<file path="src/rtl/plnt_pkg.sv">
// Shared types, codes and helpers for the packet loss / NACK tracker.
// No dependencies; imported by plnt_slot_mem, plnt_ctrl and the top level.
package plnt_pkg;

    localparam int WINDOW_DEF = 256;

    // item actions
    localparam logic [1:0] ACT_OBSERVE = 2'd0;
    localparam logic [1:0] ACT_COLLECT = 2'd1;
    localparam logic [1:0] ACT_QUERY   = 2'd2;

    // error codes
    localparam logic [2:0] ERR_NONE   = 3'd0;
    localparam logic [2:0] ERR_WINDOW = 3'd1;
    localparam logic [2:0] ERR_FULL   = 3'd2;
    localparam logic [2:0] ERR_PT     = 3'd3;
    localparam logic [2:0] ERR_AMBIG  = 3'd4;

    // observe classification
    localparam logic [2:0] KIND_NONE      = 3'd0;
    localparam logic [2:0] KIND_FIRST     = 3'd1;
    localparam logic [2:0] KIND_IN_ORDER  = 3'd2;
    localparam logic [2:0] KIND_GAP       = 3'd3;
    localparam logic [2:0] KIND_DUPLICATE = 3'd4;
    localparam logic [2:0] KIND_RECOVERED = 3'd5;
    localparam logic [2:0] KIND_TOO_OLD   = 3'd6;

    // slot states
    localparam logic [1:0] ST_EMPTY    = 2'd0;
    localparam logic [1:0] ST_RECEIVED = 2'd1;
    localparam logic [1:0] ST_MISSING  = 2'd2;

    // serial-number compare results
    localparam logic [1:0] CMP_EQUAL = 2'd0;
    localparam logic [1:0] CMP_NEWER = 2'd1;
    localparam logic [1:0] CMP_OLDER = 2'd2;
    localparam logic [1:0] CMP_AMBIG = 2'd3;

    // register indexes
    localparam logic [1:0] REG_REORDER   = 2'd0;
    localparam logic [1:0] REG_RENACK    = 2'd1;
    localparam logic [1:0] REG_MAX_ATT   = 2'd2;
    localparam logic [1:0] REG_MAX_OUT   = 2'd3;

    typedef struct packed {
        logic [1:0]  state;
        logic [7:0]  att;
        logic [63:0] since;
        logic [63:0] last_nack;
    } slot_t;

    typedef struct packed {
        logic  wr_en;
        logic  rd_en;
        slot_t wr_data;
    } mem_ctl_t;

    function automatic logic [1:0] seq_cmp(input logic [31:0] a, input logic [31:0] b);
        logic [31:0] d;
        begin
            d = a - b;
            if (d == 32'd0)
                seq_cmp = CMP_EQUAL;
            else if (d == 32'h8000_0000)
                seq_cmp = CMP_AMBIG;
            else if (d[31] == 1'b0)
                seq_cmp = CMP_NEWER;
            else
                seq_cmp = CMP_OLDER;
        end
    endfunction

endpackage

</file>
<file path="src/rtl/plnt_ctrl.sv">
// Sequencer of the tracker: window registers, observe/collect/query flows
// and the result registers. Depends on plnt_pkg; drives plnt_slot_mem.
module plnt_ctrl #(
    parameter int W  = plnt_pkg::WINDOW_DEF,
    parameter int IW = 8,
    parameter int CW = 9
) (
    input  logic               clk,
    input  logic               rst_n,
    input  logic               start,
    output logic               busy,
    input  logic [1:0]         action,
    input  logic [31:0]        sequence_req,
    input  logic [63:0]        now_us,
    input  logic [7:0]         payload_type,
    input  logic [31:0]        reorder_delay,
    input  logic [31:0]        renack_interval,
    input  logic [7:0]         max_att,
    input  logic [5:0]         max_out,
    output plnt_pkg::mem_ctl_t mem_ctl,
    output logic [IW-1:0]      wr_addr,
    output logic [IW-1:0]      rd_addr,
    input  plnt_pkg::slot_t    rd_data,
    output logic               result_valid,
    output logic [2:0]         error,
    output logic [2:0]         kind,
    output logic [31:0]        seq_out,
    output logic [8:0]         count,
    output logic [8:0]         missing_total,
    output logic [63:0]        nack_bitmap,
    output logic [6:0]         nack_payload_type,
    output logic [1:0]         slot_status,
    output logic [7:0]         slot_nack_count,
    output logic [63:0]        slot_missing_since,
    output logic [63:0]        slot_last_nack_time,
    output logic               last
);
    import plnt_pkg::*;

    localparam logic [3:0] S_CLR     = 4'd0;
    localparam logic [3:0] S_IDLE    = 4'd1;
    localparam logic [3:0] S_DEC     = 4'd2;
    localparam logic [3:0] S_OEVAL   = 4'd3;
    localparam logic [3:0] S_QEVAL   = 4'd4;
    localparam logic [3:0] S_ECHK_RD = 4'd5;
    localparam logic [3:0] S_ECHK_EV = 4'd6;
    localparam logic [3:0] S_EVICT   = 4'd7;
    localparam logic [3:0] S_GAP     = 4'd8;
    localparam logic [3:0] S_RECV    = 4'd9;
    localparam logic [3:0] S_WRD     = 4'd10;
    localparam logic [3:0] S_WCHK    = 4'd11;
    localparam logic [3:0] S_WEND    = 4'd12;
    localparam logic [3:0] S_SUM     = 4'd13;

    localparam logic [CW-1:0] WIN    = CW'(W);
    localparam logic [IW-1:0] IDX_TOP = IW'(W - 1);

    // index helpers: a < W, b <= W
    function automatic logic [IW-1:0] idx_add(input logic [IW-1:0] a, input logic [CW-1:0] b);
        logic [CW:0] s;
        begin
            s = (CW+1)'(a) + (CW+1)'(b);
            if (s >= (CW+1)'(W))
                s = s - (CW+1)'(W);
            idx_add = s[IW-1:0];
        end
    endfunction

    function automatic logic [IW-1:0] idx_inc(input logic [IW-1:0] a);
        idx_inc = (a == IDX_TOP) ? '0 : a + IW'(1);
    endfunction

    logic [3:0]    state_reg, state_next;
    logic [IW-1:0] ptr_reg, ptr_next;
    logic [CW-1:0] k_reg, k_next;
    logic [CW-1:0] need_reg, need_next;
    logic [CW-1:0] d_reg, d_next;
    logic [31:0]   oldest_reg, oldest_next;
    logic [31:0]   frontier_reg, frontier_next;
    logic [IW-1:0] oidx_reg, oidx_next;
    logic [IW-1:0] fidx_reg, fidx_next;
    logic [CW-1:0] tracked_reg, tracked_next;
    logic [CW-1:0] missing_reg, missing_next;
    logic          started_reg, started_next;
    logic [1:0]    act_reg, act_next;
    logic [31:0]   seq_reg, seq_next;
    logic [63:0]   now_reg, now_next;
    logic [7:0]    pt_reg, pt_next;
    logic          pend_reg, pend_next;
    logic [31:0]   base_reg, base_next;
    logic [63:0]   map_reg, map_next;
    logic [6:0]    written_reg, written_next;
    logic [CW-1:0] v_reg, v_next;
    logic [31:0]   s_reg, s_next;
    logic [2:0]    err_reg, err_next;

    // result fields to load this cycle
    logic          emit;
    logic [2:0]    e_err, e_kind;
    logic [31:0]   e_seq;
    logic [8:0]    e_count;
    logic [63:0]   e_bitmap;
    logic [6:0]    e_pt;
    logic [1:0]    e_status;
    logic [7:0]    e_att;
    logic [63:0]   e_since, e_lastn;
    logic          e_last;

    // scratch for decode and walk
    logic [1:0]    c_f, c_o;
    logic [31:0]   d32, dist32, off32;
    logic [CW:0]   sum_td;
    logic [IW-1:0] old_idx;
    logic [63:0]   elapsed, ref_time;
    logic          due;
    logic [6:0]    wr_after;
    logic [CW+8:0] miss_ext;

    assign busy = (state_reg != S_IDLE);

    always_comb
    begin
        state_next    = state_reg;
        ptr_next      = ptr_reg;
        k_next        = k_reg;
        need_next     = need_reg;
        d_next        = d_reg;
        oldest_next   = oldest_reg;
        frontier_next = frontier_reg;
        oidx_next     = oidx_reg;
        fidx_next     = fidx_reg;
        tracked_next  = tracked_reg;
        missing_next  = missing_reg;
        started_next  = started_reg;
        act_next      = act_reg;
        seq_next      = seq_reg;
        now_next      = now_reg;
        pt_next       = pt_reg;
        pend_next     = pend_reg;
        base_next     = base_reg;
        map_next      = map_reg;
        written_next  = written_reg;
        v_next        = v_reg;
        s_next        = s_reg;
        err_next      = err_reg;

        mem_ctl       = '0;
        wr_addr       = ptr_reg;
        rd_addr       = ptr_reg;

        emit     = 1'b0;
        e_err    = ERR_NONE;
        e_kind   = KIND_NONE;
        e_seq    = '0;
        e_count  = '0;
        e_bitmap = '0;
        e_pt     = '0;
        e_status = ST_EMPTY;
        e_att    = '0;
        e_since  = '0;
        e_lastn  = '0;
        e_last   = 1'b0;

        c_f      = seq_cmp(seq_reg, frontier_reg);
        c_o      = seq_cmp(seq_reg, oldest_reg);
        d32      = seq_reg - frontier_reg;
        dist32   = frontier_reg - seq_reg;
        sum_td   = (CW+1)'(tracked_reg) + (CW+1)'(d32[CW-1:0]);
        old_idx  = idx_add(fidx_reg, WIN - dist32[CW-1:0]);
        off32    = s_reg - base_reg;
        ref_time = (rd_data.att == 8'd0) ? rd_data.since : rd_data.last_nack;
        elapsed  = (now_reg >= ref_time) ? now_reg - ref_time : 64'd0;
        if (rd_data.att >= max_att)
            due = 1'b0;
        else if (rd_data.att == 8'd0)
            due = elapsed >= {32'd0, reorder_delay};
        else
            due = elapsed >= {32'd0, renack_interval};
        wr_after = written_reg;

        case (state_reg)
            // clearing pass after reset
            S_CLR:
            begin
                mem_ctl.wr_en   = 1'b1;
                mem_ctl.wr_data = '0;
                ptr_next        = idx_inc(ptr_reg);
                if (ptr_reg == IDX_TOP)
                    state_next = S_IDLE;
            end

            S_IDLE:
            begin
                if (start)
                begin
                    act_next   = action;
                    seq_next   = sequence_req;
                    now_next   = now_us;
                    pt_next    = payload_type;
                    state_next = S_DEC;
                end
            end

            S_DEC:
            begin
                state_next = S_IDLE;
                e_last     = 1'b1;
                e_seq      = seq_reg;
                case (act_reg)
                    ACT_OBSERVE:
                    begin
                        emit = 1'b1;
                        if (!started_reg)
                        begin
                            ptr_next        = '0;
                            wr_addr         = '0;
                            mem_ctl.wr_en   = 1'b1;
                            mem_ctl.wr_data = '{state: ST_RECEIVED, att: 8'd0,
                                                since: 64'd0, last_nack: 64'd0};
                            oldest_next     = seq_reg;
                            frontier_next   = seq_reg;
                            oidx_next       = '0;
                            fidx_next       = '0;
                            tracked_next    = CW'(1);
                            missing_next    = '0;
                            started_next    = 1'b1;
                            e_kind          = KIND_FIRST;
                        end
                        else if (c_f == CMP_AMBIG)
                            e_err = ERR_AMBIG;
                        else if (c_f == CMP_EQUAL)
                            e_kind = KIND_DUPLICATE;
                        else if (c_f == CMP_NEWER)
                        begin
                            if (d32 > 32'(W))
                                e_err = ERR_WINDOW;
                            else
                            begin
                                emit   = 1'b0;
                                d_next = d32[CW-1:0];
                                if (sum_td > (CW+1)'(W))
                                begin
                                    need_next  = CW'(sum_td - (CW+1)'(W));
                                    k_next     = '0;
                                    ptr_next   = oidx_reg;
                                    state_next = S_ECHK_RD;
                                end
                                else
                                begin
                                    need_next = '0;
                                    k_next    = CW'(1);
                                    ptr_next  = idx_inc(fidx_reg);
                                    state_next = (d32 == 32'd1) ? S_RECV : S_GAP;
                                end
                            end
                        end
                        else if (c_o == CMP_AMBIG)
                            e_err = ERR_AMBIG;
                        else if (c_o == CMP_OLDER)
                            e_kind = KIND_TOO_OLD;
                        else
                        begin
                            emit          = 1'b0;
                            ptr_next      = old_idx;
                            rd_addr       = old_idx;
                            mem_ctl.rd_en = 1'b1;
                            state_next    = S_OEVAL;
                        end
                    end

                    ACT_COLLECT:
                    begin
                        if (pt_reg > 8'd127)
                        begin
                            err_next   = ERR_PT;
                            written_next = '0;
                            state_next = S_SUM;
                        end
                        else if (!started_reg || missing_reg == '0)
                        begin
                            err_next   = ERR_NONE;
                            written_next = '0;
                            state_next = S_SUM;
                        end
                        else
                        begin
                            err_next     = ERR_NONE;
                            written_next = '0;
                            pend_next    = 1'b0;
                            map_next     = '0;
                            ptr_next     = oidx_reg;
                            s_next       = oldest_reg;
                            v_next       = '0;
                            state_next   = S_WRD;
                        end
                    end

                    ACT_QUERY:
                    begin
                        emit = 1'b1;
                        // oldest bound is tested before the frontier bound
                        if (!started_reg || tracked_reg == '0)
                            e_err = ERR_NONE;
                        else if (c_o == CMP_AMBIG)
                            e_err = ERR_AMBIG;
                        else if (c_o == CMP_OLDER)
                            e_err = ERR_NONE;
                        else if (c_f == CMP_AMBIG)
                            e_err = ERR_AMBIG;
                        else if (c_f == CMP_NEWER)
                            e_err = ERR_NONE;
                        else
                        begin
                            emit          = 1'b0;
                            rd_addr       = old_idx;
                            mem_ctl.rd_en = 1'b1;
                            state_next    = S_QEVAL;
                        end
                    end

                    default:
                    begin
                        emit  = 1'b1;
                        e_seq = '0;
                    end
                endcase
            end

            // older packet inside the window
            S_OEVAL:
            begin
                emit       = 1'b1;
                e_last     = 1'b1;
                e_seq      = seq_reg;
                state_next = S_IDLE;
                if (rd_data.state == ST_MISSING)
                begin
                    mem_ctl.wr_en   = 1'b1;
                    mem_ctl.wr_data = '{state: ST_RECEIVED, att: 8'd0,
                                        since: 64'd0, last_nack: 64'd0};
                    if (missing_reg != '0)
                        missing_next = missing_reg - CW'(1);
                    e_kind = KIND_RECOVERED;
                end
                else if (rd_data.state == ST_RECEIVED)
                    e_kind = KIND_DUPLICATE;
                else
                    e_kind = KIND_TOO_OLD;
            end

            S_QEVAL:
            begin
                emit       = 1'b1;
                e_last     = 1'b1;
                e_seq      = seq_reg;
                e_status   = rd_data.state;
                e_att      = rd_data.att;
                e_since    = rd_data.since;
                e_lastn    = rd_data.last_nack;
                state_next = S_IDLE;
            end

            // refuse an advance that would evict a missing slot
            S_ECHK_RD:
            begin
                mem_ctl.rd_en = 1'b1;
                state_next    = S_ECHK_EV;
            end

            S_ECHK_EV:
            begin
                if (rd_data.state == ST_MISSING)
                begin
                    emit       = 1'b1;
                    e_last     = 1'b1;
                    e_seq      = seq_reg;
                    e_err      = ERR_WINDOW;
                    state_next = S_IDLE;
                end
                else if (k_reg + CW'(1) == need_reg)
                begin
                    k_next     = '0;
                    ptr_next   = oidx_reg;
                    state_next = S_EVICT;
                end
                else
                begin
                    k_next     = k_reg + CW'(1);
                    ptr_next   = idx_inc(ptr_reg);
                    state_next = S_ECHK_RD;
                end
            end

            // clear the oldest slots
            S_EVICT:
            begin
                mem_ctl.wr_en   = 1'b1;
                mem_ctl.wr_data = '0;
                k_next          = k_reg + CW'(1);
                ptr_next        = idx_inc(ptr_reg);
                if (k_reg + CW'(1) == need_reg)
                begin
                    oidx_next  = idx_inc(ptr_reg);
                    k_next     = CW'(1);
                    ptr_next   = idx_inc(fidx_reg);
                    state_next = (d_reg == CW'(1)) ? S_RECV : S_GAP;
                end
            end

            // mark skipped numbers missing
            S_GAP:
            begin
                mem_ctl.wr_en   = 1'b1;
                mem_ctl.wr_data = '{state: ST_MISSING, att: 8'd0,
                                    since: now_reg, last_nack: 64'd0};
                k_next          = k_reg + CW'(1);
                ptr_next        = idx_inc(ptr_reg);
                if (k_reg + CW'(1) == d_reg)
                    state_next = S_RECV;
            end

            S_RECV:
            begin
                mem_ctl.wr_en   = 1'b1;
                mem_ctl.wr_data = '{state: ST_RECEIVED, att: 8'd0,
                                    since: 64'd0, last_nack: 64'd0};
                fidx_next       = ptr_reg;
                frontier_next   = seq_reg;
                oldest_next     = oldest_reg + 32'(need_reg);
                tracked_next    = tracked_reg - need_reg + d_reg;
                missing_next    = missing_reg + d_reg - CW'(1);
                emit            = 1'b1;
                e_last          = 1'b1;
                e_seq           = seq_reg;
                e_kind          = (d_reg == CW'(1)) ? KIND_IN_ORDER : KIND_GAP;
                e_count         = 9'(32'(d_reg) - 32'd1);
                state_next      = S_IDLE;
            end

            // collect walk: read a slot, then check and update it
            S_WRD:
            begin
                mem_ctl.rd_en = 1'b1;
                state_next    = S_WCHK;
            end

            S_WCHK:
            begin
                state_next = S_WRD;
                if (rd_data.state == ST_MISSING && due)
                begin
                    if (pend_reg && off32 < 32'd64)
                    begin
                        map_next = map_reg | (64'd1 << off32[5:0]);
                    end
                    else
                    begin
                        // close the open request, then open a new one
                        if (pend_reg)
                        begin
                            emit     = 1'b1;
                            e_seq    = base_reg;
                            e_bitmap = map_reg;
                            e_pt     = pt_reg[6:0];
                            wr_after = written_reg + 7'd1;
                        end
                        written_next = wr_after;
                        base_next    = s_reg;
                        map_next     = 64'd1;
                        pend_next    = 1'b1;
                    end
                    if (pend_reg && off32 >= 32'd64 && wr_after >= {1'b0, max_out} ||
                        !pend_reg && wr_after >= {1'b0, max_out})
                    begin
                        err_next   = ERR_FULL;
                        pend_next  = 1'b0;
                        state_next = S_SUM;
                    end
                    else
                    begin
                        // this slot's request will go out: count the attempt now
                        mem_ctl.wr_en   = 1'b1;
                        mem_ctl.wr_data = '{state: ST_MISSING, att: rd_data.att + 8'd1,
                                            since: rd_data.since, last_nack: now_reg};
                    end
                end
                if (state_next == S_WRD)
                begin
                    v_next   = v_reg + CW'(1);
                    s_next   = s_reg + 32'd1;
                    ptr_next = idx_inc(ptr_reg);
                    if (v_reg + CW'(1) == tracked_reg)
                        state_next = S_WEND;
                end
            end

            S_WEND:
            begin
                if (pend_reg)
                begin
                    emit         = 1'b1;
                    e_seq        = base_reg;
                    e_bitmap     = map_reg;
                    e_pt         = pt_reg[6:0];
                    written_next = written_reg + 7'd1;
                end
                state_next = S_SUM;
            end

            S_SUM:
            begin
                emit       = 1'b1;
                e_last     = 1'b1;
                e_err      = err_reg;
                e_count    = 9'(written_reg);
                state_next = S_IDLE;
            end

            default:
                state_next = S_IDLE;
        endcase

        miss_ext = (CW+9)'(missing_next);
    end

    // control state
    always_ff @(posedge clk or negedge rst_n)
    begin
        if (!rst_n)
        begin
            state_reg    <= S_CLR;
            ptr_reg      <= '0;
            oldest_reg   <= '0;
            frontier_reg <= '0;
            oidx_reg     <= '0;
            fidx_reg     <= '0;
            tracked_reg  <= '0;
            missing_reg  <= '0;
            started_reg  <= 1'b0;
            result_valid <= 1'b0;
        end
        else
        begin
            state_reg    <= state_next;
            ptr_reg      <= ptr_next;
            oldest_reg   <= oldest_next;
            frontier_reg <= frontier_next;
            oidx_reg     <= oidx_next;
            fidx_reg     <= fidx_next;
            tracked_reg  <= tracked_next;
            missing_reg  <= missing_next;
            started_reg  <= started_next;
            result_valid <= emit;
        end
    end

    // working and result payload
    always_ff @(posedge clk)
    begin
        k_reg       <= k_next;
        need_reg    <= need_next;
        d_reg       <= d_next;
        act_reg     <= act_next;
        seq_reg     <= seq_next;
        now_reg     <= now_next;
        pt_reg      <= pt_next;
        pend_reg    <= pend_next;
        base_reg    <= base_next;
        map_reg     <= map_next;
        written_reg <= written_next;
        v_reg       <= v_next;
        s_reg       <= s_next;
        err_reg     <= err_next;
        if (emit)
        begin
            error               <= e_err;
            kind                <= e_kind;
            seq_out             <= e_seq;
            count               <= e_count;
            missing_total       <= miss_ext[8:0];
            nack_bitmap         <= e_bitmap;
            nack_payload_type   <= e_pt;
            slot_status         <= e_status;
            slot_nack_count     <= e_att;
            slot_missing_since  <= e_since;
            slot_last_nack_time <= e_lastn;
            last                <= e_last;
        end
    end

endmodule

</file>
<file path="config.mk">
export PLATFORM = sky130hd
export DESIGN_NAME = plnt_ctrl
export DESIGN_NICKNAME = d
export VERILOG_FILES = /design/src/rtl/plnt_pkg.sv /design/src/rtl/plnt_ctrl.sv
export SDC_FILE = /design/constraint.sdc
export NUM_CORES = 2
export LEC_CHECK = 0
export BUFFER_PORTS_ARGS = -buffer_cell sky130_fd_sc_hd__buf_2
export CAP_MARGIN = 15
export CORE_ASPECT_RATIO = 0.8
export CORE_UTILIZATION = 25
export DETAILED_ROUTE_END_ITERATION = 7
export PLACE_DENSITY = 0.45
export SLEW_MARGIN = 20
export SYNTH_ARGS = -nofsm -noshare
export SYNTH_HDL_FRONTEND = slang
export SYNTH_SLANG_ARGS = --single-unit
</file>
<file path="constraint.sdc">
create_clock -name clk -period 14.2 [get_ports clk]
set_input_delay 0.71 -clock clk [delete_from_list [all_inputs] [get_ports clk]]
set_output_delay 0.71 -clock clk [all_outputs]
set_load 0.005 [all_outputs]
</file>
==> impl_results.md <==
- Clock Path Buffers: 3
- Die width: 474 um
- # resized after CTS: 0
- Worst-path fanout max: 85
- Total global-route track usage: 0.198
- Hold path start: sequence_req[2]
- Switching Share: 0.317
- Met3 wire length: approximately 9.4 mm
- Post-Synthesis Cells: between 4,000 and 5,000
- Fin. Hold Viols: 0
- Top cell by count, worst path: nor2_1
- Final period utilization: 0.753
- Via/cell ratio: 4.99
- WS Path Type: primary input to output pin
- Clock latency on the worst-skew pair: ~0.73 ns
- Slowest cell on crit path: buf_4
- Placer Congestion: 0.926
- Post-synth EDFFs: 546
- Hold depth: 1
- Clock Sink Count: ~660
- Global-route wire length before repair: roughly 260 mm
- Cell internal pwr: around 3.9 mW
- CP endpoint kind: output pin
- Worst Tran Pin Value: around 1.2 ns
- Die height: roughly 380 um
- Non-Filler Instances: between 7,000 and 8,000
- Routed wl met2: 88.6 mm
- Area grow syn2layout: 20.4%
- Htree depth: 3
- DR vias: around 39,000
- R2R depth: 28
- Leak: about 23 nW
- Uppermost layer routed: met5
- Req. time, crit path: 13.49 ns
- Root Driver: clkbuf_16
- Nets@finish: 5,950
- Switching power: around 1.8 mW
- Worst slack at placement: between 2 and 3 ns
- Reg2reg start: now_reg[0]$_DFFE_PP_
- Highest clock rate: roughly 94 MHz
- Synth warnings: 0
- Synth top area cells: edfxtp_1 (37%), ha_1 (8.4%), dfrtp_1 (6.3%)
- DRC: 0
- Clock network power share: 0.388
- Initial antenna violation count: 27
- Post-route ant nets: 0
- CTS tree: yes
- Met1 wire length: roughly 80 mm
- Inst Count DP: roughly 7,600
- Setup TNS: 0 ns
- Starting Density: 0.252
- Post-layout power: ~5.7 mW
- DR iter-0 viols: 3,054
- Post-CTS Setup Repair Bufs: 0
- Syn nets: between 5,000 and 6,000
- Max transition margin: 0.168
- I/O pin count: 749
- Outcome: completed
- Mapped cell area: between 40,000 and 50,000 um2
- Grt ovf: 0
- Max Cap Violations: 0
- Largest net degree at the start of global routing: roughly 150
- Clock slew seen by the registers of the worst setup and hold paths: around 0.060 ns
- R2r setup slk: ~5.2 ns
- DR pass1 iterations: 5
- Synthesized flop and latch total: between 600 and 700
- Pwr/cell area: 106 nW/um2
- WL final: 185 mm
- Worst VDD drop: 0.0903 mV
- RSZ-0062 raised after global routing: no
- Endpoints failing setup: 0
- CTS buffer count: just under 80
- Post-synth top area cell: edfxtp_1
- Final worst slack: approximately 3.5 ns
- Worst Hold Class: primary input to flop
- Worst path arrival time: around 10 ns
- Startpoint types: primary input
- Core area: roughly 180,000 um2
- Die Area: 180,000 um2
- Hold Buf Count CTS: 1
- Port bufs: 748
- Flop pwr share: 0.397
- Mapped Avg Cell Area: between 9 and 10 um2
- Slew Limit Fails: 0
- Combinational Power Share: 0.215
- Post-detail-place hpwl: 146 mm
- Yosys top cell area share: 0.368
- Layout cell share with drive strength beyond 1: 0.185
- Max stage delay on crit path: 0.70 ns
- Seq/Total Area, Yosys: 0.431
- Hold_ws: about 0.16 ns
- Worst Clk Skew: 0.0473 ns
- DR WL/cell: roughly 24 um
- Vias in the first global route: roughly 37,000
- Count of cell types in the netlist: slightly above 100
- Reg2reg end: slot_last_nack_time[63]$_SDFFCE_PN0P_
- Worst Hold Path EP: seq_reg[2]$_DFFE_PP_
- Main synth FF type: edfxtp_1
- Final min period: approximately 11 ns
- # rows: approximately 140
- Ys async rst share: 0.170
## metrics by stage
stage,cell area (um2),utilization
2_1_floorplan,44500,-
3_3_place_gp,50800,0.287
3_5_place_dp,50800,0.287
4_1_cts,53500,0.303
5_1_grt,53600,0.303
6_report,53600,0.303
## cell usage in the layout, fill, tap and decap left out, drive strengths merged, types with 14 or more instances in the layout
master	count
a31oi	31
xnor2	116
ha	300
mux2	16
o22ai	14
clkinv	26
a211oi	36
nor4	36
nand2	362
nor3	79
mux2i	87
a211o	15
o31ai	25
edfxtp	546
o21a	38
nand2b	43
nand3	130
a21o	94
inv	321
nor2b	32
o21bai	36
a21oi	343
and3	43
clkbuf	98
buf	789
fa	22
xor2	115
nand4	87
nor2	382
o21ai	279
or2	23
and2	304
o211ai	35
dfrtp	112
a311oi	16
a22o	106
## power groups by stage
stage	Clock, mW	Combinational [mW]	Sequential (mW)
final	2.20	1.22	2.25
after global routing	2.33	1.34	2.26
after CTS	2.27	1.21	2.25
after detailed placement	0	1.20	2.29
after global placement	0	1.20	2.29
after floorplan	0	0.810	2.23
## logic make-up (layout without fill, tap and decap cells)
logic type,count (synthesis),in the layout,share of synthesized area
simple gates,1586,1586,0.179
compound gates,1214,1214,0.179
flops,658,658,0.431
buf+inv,519,1252,0.0468
fa+ha+maj,322,322,0.0943
xor+xnor,231,231,0.0455
mux,103,103,0.0236
other cells,0,10,0
## synthesized netlist by cell type, types with 22 or more instances
cell      instances
a211oi_1         34
a21o_1           94
a21oi_1         339
a22o_1          106
a31oi_1          31
and2_1          304
and3_1           43
buf_2            38
clkbuf_1        139
dfrtp_1         112
edfxtp_1        546
fa_1             22
ha_1            300
inv_1           318
mux2i_1          87
nand2_1         360
nand2b_1         43
nand3_1         130
nand4_1          86
nor2_1          381
nor2b_1          32
nor3_1           77
nor4_1           33
o211ai_1         34
o21a_1           38
o21ai_0         254
o21ai_1          23
o21bai_1         36
o31ai_1          25
xnor2_1         116
xor2_1          115
## area by class of cell
class / count / area [um2]
clock inverters: 46 / 622
clock buffers: 98 / 2100
multi-input cells: 3456 / 23400
well taps: 2380 / 2980
flip-flops and latches: 658 / 19200
diodes: 10 / 25.0
repair buffers: 790 / 4100
inverters: 318 / 1190
fillers: 18800 / 123000
## worst max-delay path by stage
stage	from	end
2_1_floorplan	rd_data[128]	count[0]$_DFFE_PP_
3_3_place_gp	rd_data[132]	slot_missing_since[54]$_SDFFCE_PN0P_
3_5_place_dp	rd_data[132]	mem_ctl[123]
4_1_cts	rd_data[132]	mem_ctl[123]
5_1_grt	rd_data[132]	mem_ctl[123]
6_report	rd_data[132]	mem_ctl[123]
## metal layers
layer | up-vias | track usage
met3 | 244 | 0.0299
met1 | 19000 | 0.256
met4 | 22 | 0.0674
met5 | - | 0
met2 | 1210 | 0.334
li1 | 18300 | -
## worst max-delay path, delay by kind of cell
family	cells	cell delay, ns
multiplexers	1	0.36
AND/OR/NAND/NOR	12	2.49
AO/OA/AOI/OAI	11	4.02
adder cells (fa/ha/maj)	3	0.72
buffers and inverters	5	1.46
(Power assumes the default switching activity.)
